===== src/sv/qcr_pkg.sv =====
`timescale 1ns / 1ps
// ----------------------------------------------------------------------------
// qcr_pkg
// Widths, request codes, control types and the micro-op table shared by the
// quaternion compose and rotate unit.
// ----------------------------------------------------------------------------
package qcr_pkg;

  // Quaternion components are Q2.14, points Q16.16.
  localparam int QUAT_WIDTH    = 16;
  localparam int POINT_WIDTH   = 32;
  localparam int QFRAC         = QUAT_WIDTH - 2;
  localparam int PROD_WIDTH    = QUAT_WIDTH + POINT_WIDTH;
  localparam int ACC_WIDTH     = PROD_WIDTH + 4;
  localparam int MAT_N         = 9;
  localparam int MAT_IDX_W     = 4;
  localparam int STEP_W        = 5;
  localparam int COMPOSE_STEPS = 16;
  localparam int ROTATE_STEPS  = 27;

  localparam logic [QUAT_WIDTH-1:0] QUAT_ONE = QUAT_WIDTH'(64'd1 << QFRAC);
  localparam logic signed [ACC_WIDTH-1:0] ACC_ONE  = ACC_WIDTH'(64'd1 << (2 * QFRAC));
  localparam logic signed [ACC_WIDTH-1:0] ACC_HALF = ACC_WIDTH'(64'd1 << (QFRAC - 1));

  // Request codes
  localparam logic [1:0] REQ_LOAD    = 2'd0;
  localparam logic [1:0] REQ_COMPOSE = 2'd1;
  localparam logic [1:0] REQ_ROTATE  = 2'd2;

  // Multiplier operand sources
  typedef enum logic [0:0] {A_QUAT, A_MAT}   a_src_e;
  typedef enum logic [0:0] {B_QS,   B_POINT} b_src_e;

  // One multiply-accumulate micro-op
  typedef struct packed {
    logic                 vld;
    a_src_e               a_src;
    logic [MAT_IDX_W-1:0] a_idx;
    b_src_e               b_src;
    logic [1:0]           b_idx;
    logic                 neg;
    logic                 dbl;
    logic                 first;
    logic                 one;
    logic                 last;
    logic                 dst_img;
    logic [MAT_IDX_W-1:0] dst_idx;
  } cmd_t;

  // Controller to datapath commands
  typedef struct packed {
    logic load_q;
    logic cap_arg;
    logic cap_self;
    logic cap_point;
    logic clr_flag;
    logic commit;
    logic out_load;
    cmd_t cmd;
  } ctl_t;

  function automatic cmd_t mk_cmd(a_src_e as, int ai, b_src_e bs, int bi, int ng, int db,
                                  int fi, int on, int la, int di, int dx);
    cmd_t c;
    c.vld     = 1'b1;
    c.a_src   = as;
    c.a_idx   = MAT_IDX_W'(ai);
    c.b_src   = bs;
    c.b_idx   = 2'(bi);
    c.neg     = 1'(ng);
    c.dbl     = 1'(db);
    c.first   = 1'(fi);
    c.one     = 1'(on);
    c.last    = 1'(la);
    c.dst_img = 1'(di);
    c.dst_idx = MAT_IDX_W'(dx);
    return c;
  endfunction

  // Compose term: stored component a times supplied component b
  function automatic cmd_t cmp_op(int ai, int bi, int ng, int fi, int la, int dx);
    return mk_cmd(A_QUAT, ai, B_QS, bi, ng, 0, fi, 0, la, 0, dx);
  endfunction

  // Matrix term: twice the product of two stored components
  function automatic cmd_t mat_op(int ai, int bi, int ng, int fi, int on, int la, int dx);
    return mk_cmd(A_QUAT, ai, B_QS, bi, ng, 1, fi, on, la, 0, dx);
  endfunction

  // Image term: matrix entry times point coordinate
  function automatic cmd_t img_op(int ai, int bi, int dx);
    return mk_cmd(A_MAT, ai, B_POINT, bi, 0, 0, (bi == 0) ? 1 : 0, 0, (bi == 2) ? 1 : 0,
                  1, dx);
  endfunction

  // Micro-op sequence for compose (rot = 0) and rotate (rot = 1)
  function automatic cmd_t cmd_rom(logic rot, logic [STEP_W-1:0] step);
    cmd_t c;
    c = '0;
    if (!rot) begin
      unique case (step)
        5'd0:    c = cmp_op(0, 0, 0, 1, 0, 0);
        5'd1:    c = cmp_op(1, 1, 1, 0, 0, 0);
        5'd2:    c = cmp_op(2, 2, 1, 0, 0, 0);
        5'd3:    c = cmp_op(3, 3, 1, 0, 1, 0);
        5'd4:    c = cmp_op(1, 0, 0, 1, 0, 1);
        5'd5:    c = cmp_op(0, 1, 0, 0, 0, 1);
        5'd6:    c = cmp_op(3, 2, 0, 0, 0, 1);
        5'd7:    c = cmp_op(2, 3, 1, 0, 1, 1);
        5'd8:    c = cmp_op(2, 0, 0, 1, 0, 2);
        5'd9:    c = cmp_op(0, 2, 0, 0, 0, 2);
        5'd10:   c = cmp_op(3, 1, 1, 0, 0, 2);
        5'd11:   c = cmp_op(1, 3, 0, 0, 1, 2);
        5'd12:   c = cmp_op(3, 0, 0, 1, 0, 3);
        5'd13:   c = cmp_op(0, 3, 0, 0, 0, 3);
        5'd14:   c = cmp_op(2, 1, 0, 0, 0, 3);
        5'd15:   c = cmp_op(1, 2, 1, 0, 1, 3);
        default: c = '0;
      endcase
    end else begin
      unique case (step)
        5'd0:    c = mat_op(2, 2, 1, 1, 1, 0, 0);
        5'd1:    c = mat_op(3, 3, 1, 0, 0, 1, 0);
        5'd2:    c = mat_op(1, 2, 0, 1, 0, 0, 1);
        5'd3:    c = mat_op(0, 3, 1, 0, 0, 1, 1);
        5'd4:    c = mat_op(0, 2, 0, 1, 0, 0, 2);
        5'd5:    c = mat_op(1, 3, 0, 0, 0, 1, 2);
        5'd6:    c = mat_op(0, 3, 0, 1, 0, 0, 3);
        5'd7:    c = mat_op(1, 2, 0, 0, 0, 1, 3);
        5'd8:    c = mat_op(1, 1, 1, 1, 1, 0, 4);
        5'd9:    c = mat_op(3, 3, 1, 0, 0, 1, 4);
        5'd10:   c = mat_op(2, 3, 0, 1, 0, 0, 5);
        5'd11:   c = mat_op(0, 1, 1, 0, 0, 1, 5);
        5'd12:   c = mat_op(1, 3, 0, 1, 0, 0, 6);
        5'd13:   c = mat_op(0, 2, 1, 0, 0, 1, 6);
        5'd14:   c = mat_op(0, 1, 0, 1, 0, 0, 7);
        5'd15:   c = mat_op(2, 3, 0, 0, 0, 1, 7);
        5'd16:   c = mat_op(1, 1, 1, 1, 1, 0, 8);
        5'd17:   c = mat_op(2, 2, 1, 0, 0, 1, 8);
        5'd18:   c = img_op(0, 0, 0);
        5'd19:   c = img_op(1, 1, 0);
        5'd20:   c = img_op(2, 2, 0);
        5'd21:   c = img_op(3, 0, 1);
        5'd22:   c = img_op(4, 1, 1);
        5'd23:   c = img_op(5, 2, 1);
        5'd24:   c = img_op(6, 0, 2);
        5'd25:   c = img_op(7, 1, 2);
        5'd26:   c = img_op(8, 2, 2);
        default: c = '0;
      endcase
    end
    return c;
  endfunction

endpackage


===== src/sv/qcr_req_if.sv =====
`timescale 1ns / 1ps
// ----------------------------------------------------------------------------
// qcr_req_if
// Request channel: request type, supplied quaternion and point.
// ----------------------------------------------------------------------------
interface qcr_req_if;
  import qcr_pkg::*;

  logic                          valid;
  logic                          ready;
  logic [1:0]                    req_type;
  logic signed [QUAT_WIDTH-1:0]  arg_w;
  logic signed [QUAT_WIDTH-1:0]  arg_x;
  logic signed [QUAT_WIDTH-1:0]  arg_y;
  logic signed [QUAT_WIDTH-1:0]  arg_z;
  logic signed [POINT_WIDTH-1:0] point_x;
  logic signed [POINT_WIDTH-1:0] point_y;
  logic signed [POINT_WIDTH-1:0] point_z;

  modport source (
    output valid, req_type, arg_w, arg_x, arg_y, arg_z, point_x, point_y, point_z,
    input  ready
  );

  modport sink (
    input  valid, req_type, arg_w, arg_x, arg_y, arg_z, point_x, point_y, point_z,
    output ready
  );
endinterface


===== src/sv/qcr_res_if.sv =====
`timescale 1ns / 1ps
// ----------------------------------------------------------------------------
// qcr_res_if
// Result channel: rotated point and saturation flag.
// ----------------------------------------------------------------------------
interface qcr_res_if;
  import qcr_pkg::*;

  logic                          valid;
  logic                          ready;
  logic signed [POINT_WIDTH-1:0] image_x;
  logic signed [POINT_WIDTH-1:0] image_y;
  logic signed [POINT_WIDTH-1:0] image_z;
  logic                          saturated;

  modport source (
    output valid, image_x, image_y, image_z, saturated,
    input  ready
  );

  modport sink (
    input  valid, image_x, image_y, image_z, saturated,
    output ready
  );
endinterface


===== src/sv/quaternion_compose_and_rotate_unit.sv =====
`timescale 1ns / 1ps
// ----------------------------------------------------------------------------
// quaternion_compose_and_rotate_unit
// Holds one Q2.14 orientation quaternion, reset to (0, 1, 0, 0). A load
// request replaces it; a compose request replaces it with the Hamilton
// product of the supplied quaternion times the stored one; a rotate request
// builds the rotation matrix and applies it to a Q16.16 point, and may wait
// for the output register to free. Both run on a single shared 16 x 32
// signed multiplier issuing one product per cycle (16 products for compose,
// 27 for rotate) followed by a three-stage multiply, accumulate and
// round/saturate pipe. Only rotate gives a result; its saturation flag is
// set if any matrix entry or image coordinate was clipped. No normalization
// is done. A new request is taken while a result still waits in the output
// register.
// ----------------------------------------------------------------------------
module quaternion_compose_and_rotate_unit (
  input  logic       clk_i,
  input  logic       rst_ni,
  qcr_req_if.sink    req_i,
  qcr_res_if.source  res_o
);
  import qcr_pkg::*;

  ctl_t ctl;

  qcr_ctrl u_ctrl (
    .clk_i       (clk_i),
    .rst_ni      (rst_ni),
    .req_valid_i (req_i.valid),
    .req_type_i  (req_i.req_type),
    .req_ready_o (req_i.ready),
    .res_ready_i (res_o.ready),
    .res_valid_o (res_o.valid),
    .ctl_o       (ctl)
  );

  qcr_dp u_dp (
    .clk_i       (clk_i),
    .rst_ni      (rst_ni),
    .ctl_i       (ctl),
    .arg_w_i     (req_i.arg_w),
    .arg_x_i     (req_i.arg_x),
    .arg_y_i     (req_i.arg_y),
    .arg_z_i     (req_i.arg_z),
    .point_x_i   (req_i.point_x),
    .point_y_i   (req_i.point_y),
    .point_z_i   (req_i.point_z),
    .image_x_o   (res_o.image_x),
    .image_y_o   (res_o.image_y),
    .image_z_o   (res_o.image_z),
    .saturated_o (res_o.saturated)
  );

endmodule


===== src/sv/qcr_ctrl.sv =====
`timescale 1ns / 1ps
// ----------------------------------------------------------------------------
// qcr_ctrl
// Controller: accepts requests, steps through the micro-op table, waits for
// the accumulator pipe to drain and hands results to the output register.
// ----------------------------------------------------------------------------
module qcr_ctrl (
  input  logic          clk_i,
  input  logic          rst_ni,
  input  logic          req_valid_i,
  input  logic [1:0]    req_type_i,
  output logic          req_ready_o,
  input  logic          res_ready_i,
  output logic          res_valid_o,
  output qcr_pkg::ctl_t ctl_o
);
  import qcr_pkg::*;

  localparam logic [1:0] S_IDLE  = 2'd0;
  localparam logic [1:0] S_RUN   = 2'd1;
  localparam logic [1:0] S_DRAIN = 2'd2;
  localparam logic [1:0] S_FIN   = 2'd3;

  logic [1:0]        state_q, state_d;
  logic [STEP_W-1:0] step_q, step_d;
  logic              rot_q, rot_d;
  logic              out_valid_q, out_valid_d;
  logic [STEP_W-1:0] last_step;

  assign last_step   = rot_q ? STEP_W'(ROTATE_STEPS - 1) : STEP_W'(COMPOSE_STEPS - 1);
  assign req_ready_o = (state_q == S_IDLE);
  assign res_valid_o = out_valid_q;

  // Next state and commands
  always_comb begin
    state_d = state_q;
    step_d  = step_q;
    rot_d   = rot_q;
    ctl_o   = '0;
    unique case (state_q)
      S_IDLE: begin
        if (req_valid_i) begin
          unique case (req_type_i)
            REQ_LOAD: begin
              ctl_o.load_q = 1'b1;
            end
            REQ_COMPOSE: begin
              ctl_o.cap_arg = 1'b1;
              rot_d         = 1'b0;
              step_d        = '0;
              state_d       = S_RUN;
            end
            REQ_ROTATE: begin
              ctl_o.cap_self  = 1'b1;
              ctl_o.cap_point = 1'b1;
              ctl_o.clr_flag  = 1'b1;
              rot_d           = 1'b1;
              step_d          = '0;
              state_d         = S_RUN;
            end
            default: begin
              // unused code: dropped
            end
          endcase
        end
      end
      S_RUN: begin
        ctl_o.cmd = cmd_rom(rot_q, step_q);
        if (step_q == last_step) begin
          step_d  = '0;
          state_d = S_DRAIN;
        end else begin
          step_d = step_q + 1'b1;
        end
      end
      S_DRAIN: begin
        // wait for the product and accumulate stages
        if (step_q == STEP_W'(1)) begin
          state_d = S_FIN;
        end else begin
          step_d = step_q + 1'b1;
        end
      end
      S_FIN: begin
        if (!rot_q) begin
          ctl_o.commit = 1'b1;
          state_d      = S_IDLE;
        end else if (!out_valid_q || res_ready_i) begin
          ctl_o.out_load = 1'b1;
          state_d        = S_IDLE;
        end
      end
      default: state_d = S_IDLE;
    endcase
  end

  // Output valid
  always_comb begin
    if (ctl_o.out_load) begin
      out_valid_d = 1'b1;
    end else if (res_ready_i) begin
      out_valid_d = 1'b0;
    end else begin
      out_valid_d = out_valid_q;
    end
  end

  always_ff @(posedge clk_i or negedge rst_ni) begin
    if (!rst_ni) begin
      state_q     <= S_IDLE;
      step_q      <= '0;
      rot_q       <= 1'b0;
      out_valid_q <= 1'b0;
    end else begin
      state_q     <= state_d;
      step_q      <= step_d;
      rot_q       <= rot_d;
      out_valid_q <= out_valid_d;
    end
  end

endmodule


===== src/sv/qcr_dp.sv =====
`timescale 1ns / 1ps
// ----------------------------------------------------------------------------
// qcr_dp
// Datapath: orientation store, operand registers, one shared signed
// multiplier, accumulator, round/saturate writeback and output register.
// ----------------------------------------------------------------------------
module qcr_dp (
  input  logic                                   clk_i,
  input  logic                                   rst_ni,
  input  qcr_pkg::ctl_t                          ctl_i,
  input  logic signed [qcr_pkg::QUAT_WIDTH-1:0]  arg_w_i,
  input  logic signed [qcr_pkg::QUAT_WIDTH-1:0]  arg_x_i,
  input  logic signed [qcr_pkg::QUAT_WIDTH-1:0]  arg_y_i,
  input  logic signed [qcr_pkg::QUAT_WIDTH-1:0]  arg_z_i,
  input  logic signed [qcr_pkg::POINT_WIDTH-1:0] point_x_i,
  input  logic signed [qcr_pkg::POINT_WIDTH-1:0] point_y_i,
  input  logic signed [qcr_pkg::POINT_WIDTH-1:0] point_z_i,
  output logic signed [qcr_pkg::POINT_WIDTH-1:0] image_x_o,
  output logic signed [qcr_pkg::POINT_WIDTH-1:0] image_y_o,
  output logic signed [qcr_pkg::POINT_WIDTH-1:0] image_z_o,
  output logic                                   saturated_o
);
  import qcr_pkg::*;

  logic signed [QUAT_WIDTH-1:0]  q_q [4];     // orientation
  logic signed [QUAT_WIDTH-1:0]  s_q [4];     // supplied or copied quaternion
  logic signed [POINT_WIDTH-1:0] p_q [3];
  logic signed [QUAT_WIDTH-1:0]  d_q [MAT_N]; // matrix entries / new quaternion
  logic signed [POINT_WIDTH-1:0] img_q [3];
  logic                          flag_q;

  logic signed [QUAT_WIDTH-1:0]  a_op;
  logic signed [POINT_WIDTH-1:0] b_op;
  logic signed [PROD_WIDTH-1:0]  prod_d, prod_q;
  cmd_t                          c1_q, c2_q;
  logic signed [ACC_WIDTH-1:0]   acc_q, acc_d, base, term;
  logic signed [ACC_WIDTH-1:0]   rnd;
  logic [ACC_WIDTH-QUAT_WIDTH:0]  hi_q16;
  logic [ACC_WIDTH-POINT_WIDTH:0] hi_p32;
  logic                          ovf_q16, ovf_p32;
  logic signed [QUAT_WIDTH-1:0]  sat_q16;
  logic signed [POINT_WIDTH-1:0] sat_p32;
  logic signed [POINT_WIDTH-1:0] out_x_q, out_y_q, out_z_q;
  logic                          out_sat_q;

  // Operand select
  always_comb begin
    unique case (ctl_i.cmd.a_src)
      A_QUAT:  a_op = q_q[ctl_i.cmd.a_idx[1:0]];
      A_MAT:   a_op = d_q[ctl_i.cmd.a_idx];
      default: a_op = '0;
    endcase
    unique case (ctl_i.cmd.b_src)
      B_QS:    b_op = POINT_WIDTH'(s_q[ctl_i.cmd.b_idx]);
      B_POINT: b_op = p_q[ctl_i.cmd.b_idx];
      default: b_op = '0;
    endcase
  end

  assign prod_d = PROD_WIDTH'(a_op) * PROD_WIDTH'(b_op);

  // Accumulate stage
  always_comb begin
    term = ACC_WIDTH'(prod_q);
    if (c1_q.dbl) begin
      term = term <<< 1;
    end
    if (c1_q.first) begin
      base = c1_q.one ? ACC_ONE : '0;
    end else begin
      base = acc_q;
    end
    acc_d = c1_q.neg ? (base - term) : (base + term);
  end

  // Round half up, then saturate to both widths
  always_comb begin
    rnd     = (acc_q + ACC_HALF) >>> QFRAC;
    hi_q16  = rnd[ACC_WIDTH-1:QUAT_WIDTH-1];
    hi_p32  = rnd[ACC_WIDTH-1:POINT_WIDTH-1];
    ovf_q16 = !((&hi_q16) || !(|hi_q16));
    ovf_p32 = !((&hi_p32) || !(|hi_p32));
    if (ovf_q16) begin
      sat_q16 = rnd[ACC_WIDTH-1] ? {1'b1, {(QUAT_WIDTH-1){1'b0}}}
                                 : {1'b0, {(QUAT_WIDTH-1){1'b1}}};
    end else begin
      sat_q16 = rnd[QUAT_WIDTH-1:0];
    end
    if (ovf_p32) begin
      sat_p32 = rnd[ACC_WIDTH-1] ? {1'b1, {(POINT_WIDTH-1){1'b0}}}
                                 : {1'b0, {(POINT_WIDTH-1){1'b1}}};
    end else begin
      sat_p32 = rnd[POINT_WIDTH-1:0];
    end
  end

  // Pipeline control
  always_ff @(posedge clk_i or negedge rst_ni) begin
    if (!rst_ni) begin
      c1_q <= '0;
      c2_q <= '0;
    end else begin
      c1_q <= ctl_i.cmd;
      c2_q <= c1_q;
    end
  end

  // Product and accumulator
  always_ff @(posedge clk_i) begin
    prod_q <= prod_d;
    if (c1_q.vld) begin
      acc_q <= acc_d;
    end
  end

  // Orientation store
  always_ff @(posedge clk_i or negedge rst_ni) begin
    if (!rst_ni) begin
      q_q[0] <= '0;
      q_q[1] <= QUAT_ONE;
      q_q[2] <= '0;
      q_q[3] <= '0;
    end else if (ctl_i.load_q) begin
      q_q[0] <= arg_w_i;
      q_q[1] <= arg_x_i;
      q_q[2] <= arg_y_i;
      q_q[3] <= arg_z_i;
    end else if (ctl_i.commit) begin
      q_q[0] <= d_q[0];
      q_q[1] <= d_q[1];
      q_q[2] <= d_q[2];
      q_q[3] <= d_q[3];
    end
  end

  // Operand capture
  always_ff @(posedge clk_i) begin
    if (ctl_i.cap_arg) begin
      s_q[0] <= arg_w_i;
      s_q[1] <= arg_x_i;
      s_q[2] <= arg_y_i;
      s_q[3] <= arg_z_i;
    end else if (ctl_i.cap_self) begin
      s_q[0] <= q_q[0];
      s_q[1] <= q_q[1];
      s_q[2] <= q_q[2];
      s_q[3] <= q_q[3];
    end
    if (ctl_i.cap_point) begin
      p_q[0] <= point_x_i;
      p_q[1] <= point_y_i;
      p_q[2] <= point_z_i;
    end
  end

  // Writeback of finished sums
  always_ff @(posedge clk_i) begin
    if (c2_q.vld && c2_q.last) begin
      if (c2_q.dst_img) begin
        img_q[c2_q.dst_idx[1:0]] <= sat_p32;
      end else begin
        d_q[c2_q.dst_idx] <= sat_q16;
      end
    end
  end

  // Saturation flag
  always_ff @(posedge clk_i or negedge rst_ni) begin
    if (!rst_ni) begin
      flag_q <= 1'b0;
    end else if (ctl_i.clr_flag) begin
      flag_q <= 1'b0;
    end else if (c2_q.vld && c2_q.last) begin
      if (c2_q.dst_img ? ovf_p32 : ovf_q16) begin
        flag_q <= 1'b1;
      end
    end
  end

  // Output register
  always_ff @(posedge clk_i) begin
    if (ctl_i.out_load) begin
      out_x_q   <= img_q[0];
      out_y_q   <= img_q[1];
      out_z_q   <= img_q[2];
      out_sat_q <= flag_q;
    end
  end

  assign image_x_o   = out_x_q;
  assign image_y_o   = out_y_q;
  assign image_z_o   = out_z_q;
  assign saturated_o = out_sat_q;

endmodule

===== src/flat_wrapper.sv =====
// flat-port wrapper written by rule: the top's interface ports become plain ports
module quaternion_compose_and_rotate_unit_flat import qcr_pkg::*;
  (clk_i, rst_ni, req_i_valid, req_i_req_type, req_i_arg_w, req_i_arg_x, req_i_arg_y, req_i_arg_z, req_i_point_x, req_i_point_y, req_i_point_z, req_i_ready, res_o_valid, res_o_image_x, res_o_image_y, res_o_image_z, res_o_saturated, res_o_ready);
  qcr_req_if req_i_i ();
  qcr_res_if res_o_i ();
  input  logic clk_i;
  input  logic rst_ni;
  input wire logic [$bits(req_i_i.valid)-1:0] req_i_valid;
  input wire logic [$bits(req_i_i.req_type)-1:0] req_i_req_type;
  input wire logic [$bits(req_i_i.arg_w)-1:0] req_i_arg_w;
  input wire logic [$bits(req_i_i.arg_x)-1:0] req_i_arg_x;
  input wire logic [$bits(req_i_i.arg_y)-1:0] req_i_arg_y;
  input wire logic [$bits(req_i_i.arg_z)-1:0] req_i_arg_z;
  input wire logic [$bits(req_i_i.point_x)-1:0] req_i_point_x;
  input wire logic [$bits(req_i_i.point_y)-1:0] req_i_point_y;
  input wire logic [$bits(req_i_i.point_z)-1:0] req_i_point_z;
  output wire logic [$bits(req_i_i.ready)-1:0] req_i_ready;
  output wire logic [$bits(res_o_i.valid)-1:0] res_o_valid;
  output wire logic [$bits(res_o_i.image_x)-1:0] res_o_image_x;
  output wire logic [$bits(res_o_i.image_y)-1:0] res_o_image_y;
  output wire logic [$bits(res_o_i.image_z)-1:0] res_o_image_z;
  output wire logic [$bits(res_o_i.saturated)-1:0] res_o_saturated;
  input wire logic [$bits(res_o_i.ready)-1:0] res_o_ready;
  assign req_i_i.valid = req_i_valid;
  assign req_i_i.req_type = req_i_req_type;
  assign req_i_i.arg_w = req_i_arg_w;
  assign req_i_i.arg_x = req_i_arg_x;
  assign req_i_i.arg_y = req_i_arg_y;
  assign req_i_i.arg_z = req_i_arg_z;
  assign req_i_i.point_x = req_i_point_x;
  assign req_i_i.point_y = req_i_point_y;
  assign req_i_i.point_z = req_i_point_z;
  assign req_i_ready = req_i_i.ready;
  assign res_o_valid = res_o_i.valid;
  assign res_o_image_x = res_o_i.image_x;
  assign res_o_image_y = res_o_i.image_y;
  assign res_o_image_z = res_o_i.image_z;
  assign res_o_saturated = res_o_i.saturated;
  assign res_o_i.ready = res_o_ready;
  quaternion_compose_and_rotate_unit u_core (.clk_i(clk_i), .rst_ni(rst_ni), .req_i(req_i_i), .res_o(res_o_i));
endmodule

===== config.mk =====
export PLATFORM = sky130hd
export DESIGN_NAME = quaternion_compose_and_rotate_unit_flat
export DESIGN_NICKNAME = d
export VERILOG_FILES = /design/src/sv/qcr_pkg.sv /design/src/sv/qcr_req_if.sv /design/src/sv/qcr_res_if.sv /design/src/sv/quaternion_compose_and_rotate_unit.sv /design/src/sv/qcr_ctrl.sv /design/src/sv/qcr_dp.sv /design/src/flat_wrapper.sv
export SDC_FILE = /design/constraint.sdc
export NUM_CORES = 2
export LEC_CHECK = 0
export ABC_CLOCK_PERIOD_IN_PS = 25700
export BUFFER_PORTS_ARGS = -buffer_cell sky130_fd_sc_hd__buf_4
export CAP_MARGIN = 20
export CORE_MARGIN = 4
export CORE_UTILIZATION = 40
export CTS_CLUSTER_DIAMETER = 150
export DETAILED_ROUTE_END_ITERATION = 10
export PLACE_DENSITY_LB_ADDON = 0.1
export SETUP_SLACK_MARGIN = 0.4
export SYNTH_ARGS = -nofsm -noshare
export SYNTH_HDL_FRONTEND = slang
export SYNTH_HIERARCHICAL = 1
export SYNTH_SLANG_ARGS = --single-unit

===== constraint.sdc =====
create_clock -name clk_i -period 25.7 [get_ports clk_i]
set_input_delay 5.14 -clock clk_i [delete_from_list [all_inputs] [get_ports clk_i]]
set_output_delay 5.14 -clock clk_i [all_outputs]
set_load 0.02 [all_outputs]

# [Yosys cells after proc, flatten, opt, wreduce, memory -nomap -nowiden]
# Memory sizes are Yosys's and may differ from the RTL's. A register that Yosys moved wholly into a read port is not among the register bits.
# Index checks and enable logic that the tools add are counted.
[classes] addsub=4 mul=1 order_cmp=1 eq_ne=13 muxes=64 bitwise=7 n_reduce_logical=26
[op_table] operator="$mux W16" count=8
[op_table] operator="$mux W64" count=2
[op_table] operator="$mux W52" count=2
[op_table] operator="$mux W32" count=2
[op_table] operator="$pmux W32 S2" count=1
[op_table] operator="$mux W19" count=3
[op_table] operator="$add A52 B15 Y52 const B" count=1
[op_table] operator="$add A52 B49 Y52" count=1
[op_table] operator="$sub A52 B49 Y52" count=1
[op_table] operator="$mul A16 B32 Y48" count=1
[op_table] operator="$mux W48" count=1
[op_table] operator="$mux W5" count=7
[op_table] operator="$bmux W16 S2" count=1
[op_table] operator="$pmux W16 S2" count=1
[op_table] operator="$mux W29" count=1
[op_table] operator="$mux W1" count=24
[op_table] operator="$reduce_and A23 Y1" count=1
[op_table] operator="$reduce_or A23 Y1" count=1
[op_table] operator="$pmux W5 S3" count=1
[op_table] operator="$mux W2" count=7
[op_table] operator="$ne A2 B2 Y1 const B" count=5
[op_table] operator="$reduce_bool A2 Y1" count=5
[op_table] operator="$pmux W2 S4" count=1
[op_table] operator="$reduce_and A7 Y1" count=1
[op_table] operator="other kinds (23)" count=37
[word_totals] reg_bits=193 ram_bits=400 mem_bits_ro=752 input_bits=166 n_memories=6
[memory_table] name="(no name shown)" words=32 word_bits=19 read_ports=1 rd_ports_with_merged_regs=0 write_ports=0 line_no="qcr_pkg.sv:121" rtl="unique case (step)"
[memory_table] name="(no name shown)" words=16 word_bits=9 read_ports=1 rd_ports_with_merged_regs=0 write_ports=0 line_no="qcr_pkg.sv:101" rtl="unique case (step)"
[memory_table] name="u_core.u_dp.d_q" words=9 word_bits=16 read_ports=5 rd_ports_with_merged_regs=0 write_ports=1 line_no="qcr_dp.sv:28" rtl="logic signed [QUAT_WIDTH-1:0] d_q [MAT_N];"
[memory_table] name="u_core.u_dp.img_q" words=3 word_bits=32 read_ports=3 rd_ports_with_merged_regs=3 write_ports=1 line_no="qcr_dp.sv:29" rtl="logic signed [POINT_WIDTH-1:0] img_q [3];"
[memory_table] name="u_core.u_dp.p_q" words=3 word_bits=32 read_ports=1 rd_ports_with_merged_regs=0 write_ports=3 line_no="qcr_dp.sv:27" rtl="logic signed [POINT_WIDTH-1:0] p_q [3];"
[memory_table] name="u_core.u_dp.s_q" words=4 word_bits=16 read_ports=1 rd_ports_with_merged_regs=0 write_ports=4 line_no="qcr_dp.sv:26" rtl="logic signed [QUAT_WIDTH-1:0] s_q [4];"

# [Longest topological paths before layout]
# An unclocked memory read counts as a cell.
[depth] depth_word=10 depth_mapped=39 mapped_depth_nobuf=34

# [By module]
# The synthesis kept the hierarchy.
[modules_own_cells] module="qcr_dp" n_inst=1 cells_each=4558 area_per_inst_um2=50996.4 seq_area_each_um2=20966.4
[modules_own_cells] module="qcr_ctrl" n_inst=1 cells_each=191 area_per_inst_um2=1418.9 seq_area_each_um2=225.2

# [Worst setup path after synthesis]
# Ideal clock, no wire load.
[synth_timing] path_type="reg-to-reg" start="register u_core.u_ctrl.step_q[1]" end="register u_core.u_dp.prod_q[45]" setup_time_ps=72 arrival_time_ps=9653 t_required_ps=25628 path_slack_ps=15975 stages_incl_launch_ff=36 path_buffers=5 synth_period_minus_slack_ps=9725 path_cell_list="dfrtp_1 -> clkbuf_1 -> inv_1 -> ha_1 -> or2_2 -> a21oi_1 -> o211ai_1 -> a21oi_1 -> buf_2 -> buf_1 -> buf_2 -> mux4_2 -> mux2i_1 -> clkbuf_1 -> nor2_1 -> fa_1 -> inv_1 -> fa_1 -> fa_1 -> inv_1 -> fa_1 -> fa_1 -> inv_1 -> fa_1 -> inv_1 -> ha_1 -> a21o_1 -> a21o_1 -> a2111oi_0 -> o21ai_0 -> nor3_1 -> nor3_1 -> a41o_1 -> a211o_1 -> a21oi_1 -> xnor2_1"
[synth_lines] item="start, declared" line_no="qcr_ctrl.sv:25" rtl="logic [STEP_W-1:0] step_q, step_d;"
[synth_lines] item="start signal, assigned" line_no="qcr_ctrl.sv:116" rtl="step_q <= step_d;"
[synth_lines] item="end signal, assigned" line_no="qcr_dp.sv:110" rtl="prod_q <= prod_d;"
[synth_lines] item="end, declared" line_no="qcr_dp.sv:34" rtl="logic signed [PROD_WIDTH-1:0] prod_d, prod_q;"

==> reports/metrics.yaml <==
outcome: "finished clean"
start_kind: "register"
cts.clk_slew.worst_paths_ns: 0.06
crit_path_end_kind: "register"
drive_gt1_share_pct: 13.7
place_congestion: 0.869
grt_pass1_vias: 37143
skew_ns: 0.0477
cts_buffer_depth: 3
netlist-cell-type-count: 89
insertion_delay_ns: 0.71
synthesis.area_um2: 52400
syn_inst: 4749
worstMarginPinSlew_ns: 1.07
crit_top_cell: "fa_1"
slew_violations: 0
core_um2: 130000
track_usage_pct: 22.8
cts_buffers: 83
antenna_found_initial: 1
dr.pass1.iters: 6
seq_area_um2: 21200
fin_crit_ns: 11.09
drtAntennaViolNets: 0
area_growth_syn_to_layout_pct: 12.9
root_buffer: "clkbuf_16"
critPathMaxStageDelay_ns: 0.69
tritoncts: "yes"
die_w_um: 370
htreeDepth: 3
filler_cell_count: 12312
tns_ns: 0
drtIter0Drc: 2770
grt_pass1_wl_um: 236000
cts_resized: 0
grtUsageMet3_pct: 3.34
multi_input_area_um2: 28200
placement.io_buffers: 264
gr-usage-met1_pct: 31.9
hold_buffers: 0
via_per_inst: 5.31
crit_slowest_cell: "buf_4"
cts_setup_buffers: 0
relSlewSlack_pct: 28.5
die_h_um: 370
synth.ff_latch_count: 737
setup_violations: 0
drc_errors: 0
cp.required_ns: 26.32
hp-class: "register to register"
ys_seq_area_share_pct: 40.4
final_hold_viol_count: 0
dieArea_um2: 137000
synth_edf_count: 597
critical_path_class: "register to register"
yosys_warnings: 6
via_count: 35870
grt_util_met2_pct: 37.6
wirelength_um: 155000
ios: 265
dpl.hpwl_um: 117000
synth_nets: 5585
cap_viol_max_count: 0
arrival_ns: 11.70
fin_crit_sh_pct: 43.1
clock_sinks: 737
cp_max_fo: 33
layout.nets: 5775
num_rows: 132
rsz0062_at_grt: "false"
start_util_pct: 40.4
grt_start_max_net_pins: 110
async_reset_ff_share_pct: 12.5
maxClockFrequency_mhz: 90.2
avgSynthCellArea_um2: 11.0
routedWlPerCell_um: 23.0
busiest_layer: "met2"
grt_overflow_total: 0
ys.flop_type: "edfxtp_1"
[Yosys cell counts, drive strengths merged (5+ instances only)]
master | instances | area [um^2]
a2111oi | 6 | 71.3
a211oi | 17 | 128
a21boi | 8 | 60.1
a21o | 62 | 465
a21oi | 205 | 1030
a221oi | 5 | 43.8
a31oi | 30 | 188
and2 | 27 | 169
and3 | 31 | 194
and4 | 7 | 61.3
buf | 66 | 317
clkbuf | 174 | 653
dfrtp | 91 | 2280
dfxtp | 48 | 961
edfxtp | 597 | 17900
fa | 487 | 9750
ha | 183 | 2290
inv | 604 | 2270
mux2 | 69 | 781
mux2i | 181 | 1810
mux4 | 80 | 1800
nand2 | 533 | 2010
nand2b | 61 | 382
nand3 | 71 | 355
nand4 | 24 | 156
nor2 | 400 | 1500
nor2b | 70 | 438
nor3 | 50 | 250
nor3b | 7 | 52.6
nor4 | 13 | 171
o2111ai | 8 | 70.1
o211ai | 10 | 75.1
o21a | 20 | 150
o21ai | 210 | 1050
o21bai | 17 | 128
o221ai | 19 | 166
o22ai | 10 | 62.6
o31ai | 6 | 45.0
o41ai | 5 | 51.3
or3 | 21 | 131
xnor2 | 81 | 709
xor2 | 60 | 526
[layout make-up]
type,instances,share of cell area (%)
Multi-Input combinational cell,3165,47.6
Sequential cell,737,35.8
Clock inverter,42,0.767
Timing Repair Buffer,345,4.37
Clock buffer,113,3.89
Inverter,607,3.85
Antenna cell,1,0.00423
Tap cell,1742,3.68
[critical path: cells and delay by family, from the launching register on]
kind	cells	cell delay [ns]
flip-flops	1	0.63
multiplexers	3	0.95
adder cells (fa/ha/maj)	8	3.74
AO/OA/AOI/OAI	11	2.43
XOR/XNOR	1	0.13
buffers and inverters	8	2.06
AND/OR/NAND/NOR	4	0.93
[metal layers]
metal  wire, um  part of all wire, %
met1      69300                   45
met5          0                    0
met3       8330                  5.4
met4       3510                  2.3
met2      74200                   48
[final timing paths]
check	from	end	slack, ns	cells past startpoint
worst max-delay path	u_core/u_ctrl/step_q[1]	u_core/u_dp/prod_q[45]	14.61	35
worst min-delay path	u_core/u_dp/c1_q[2]	u_core/u_dp/c2_q[2]	0.33	0
worst max register to register	u_core/u_ctrl/step_q[1]	u_core/u_dp/prod_q[45]	14.61	35
worst min register to register	u_core/u_dp/c1_q[2]	u_core/u_dp/c2_q[2]	0.33	0
max in group asynchronous	rst_ni	u_core/u_dp/q_q[62]	20.00	2
min in group asynchronous	rst_ni	u_core/u_ctrl/step_q[0]	4.39	1
[state kept, by name, indices dropped and copies added, names as in the netlist]
signal                     count
u_core/u_dp/saturated_o        1
u_core/u_dp/image_x_o         32
u_core/u_dp/c2_q               7
u_core/u_dp/image_z_o         32
u_core/u_ctrl/step_q           5
u_core/u_dp/c1_q              11
u_core/u_ctrl/rot_q            1
u_core/u_dp/image_y_o         32
u_core/u_dp/acc_q             52
u_core/u_ctrl/state_q          2
u_core/u_ctrl/res_valid_o      1
u_core/u_dp/prod_q            48
u_core/u_dp/q_q               64
u_core/u_dp/img_q             96
u_core/u_dp/s_q               64
u_core/u_dp/flag_q             1
u_core/u_dp/p_q               96
u_core/u_dp/d_q              192
[per-stage QoR]
step	hold WS (ns)	util (%)	cell area, um^2	worst slack, ns	cells
2_1_floorplan	0.331	-	52400	15.97	4749
3_3_place_gp	0.332	43.5	56400	14.75	6593
3_5_place_dp	0.335	43.5	56400	14.65	6594
4_1_cts	0.334	45.6	59200	14.61	6749
5_1_grt	0.342	45.6	59200	13.91	6752
6_report	0.334	45.6	59200	14.61	6752
[cell usage in the layout (no fill, tap or decap), types with 21 or more instances in the layout]
cell	count
dfxtp_1	48
nor3_1	44
mux4_2	80
a31oi_1	30
dfrtp_1	88
a21o_1	62
nor2_1	396
or3_1	21
edfxtp_1	597
nor2b_1	67
clkbuf_16	86
mux2i_1	173
nand4_1	23
nand2b_1	60
ha_1	183
xor2_1	60
a21oi_1	203
nand3_1	71
mux2_2	68
and2_1	27
buf_4	345
nand2_1	531
fa_1	487
inv_1	604
clkbuf_1	22
and3_1	29
xnor2_1	81
o21ai_0	202
[logic make-up (layout without fill, tap and decap cells)]
family / count (synthesis) / after routing / share of synthesized area, %
adders and majority gates: 670 / 670 / 23.0
AOI/OAI and AO/OA: 686 / 686 / 8.04
xor gates and xnor gates: 141 / 141 / 2.36
DFF: 737 / 737 / 40.4
muxes: 330 / 330 / 8.38
other: 0 / 1 / 0
buffers and inverters: 847 / 1107 / 6.20
and+or+nand+nor: 1338 / 1338 / 11.6
Power is not shown: default switching activity piles up to over one toggle a cycle in this logic, so the estimate is an artifact.
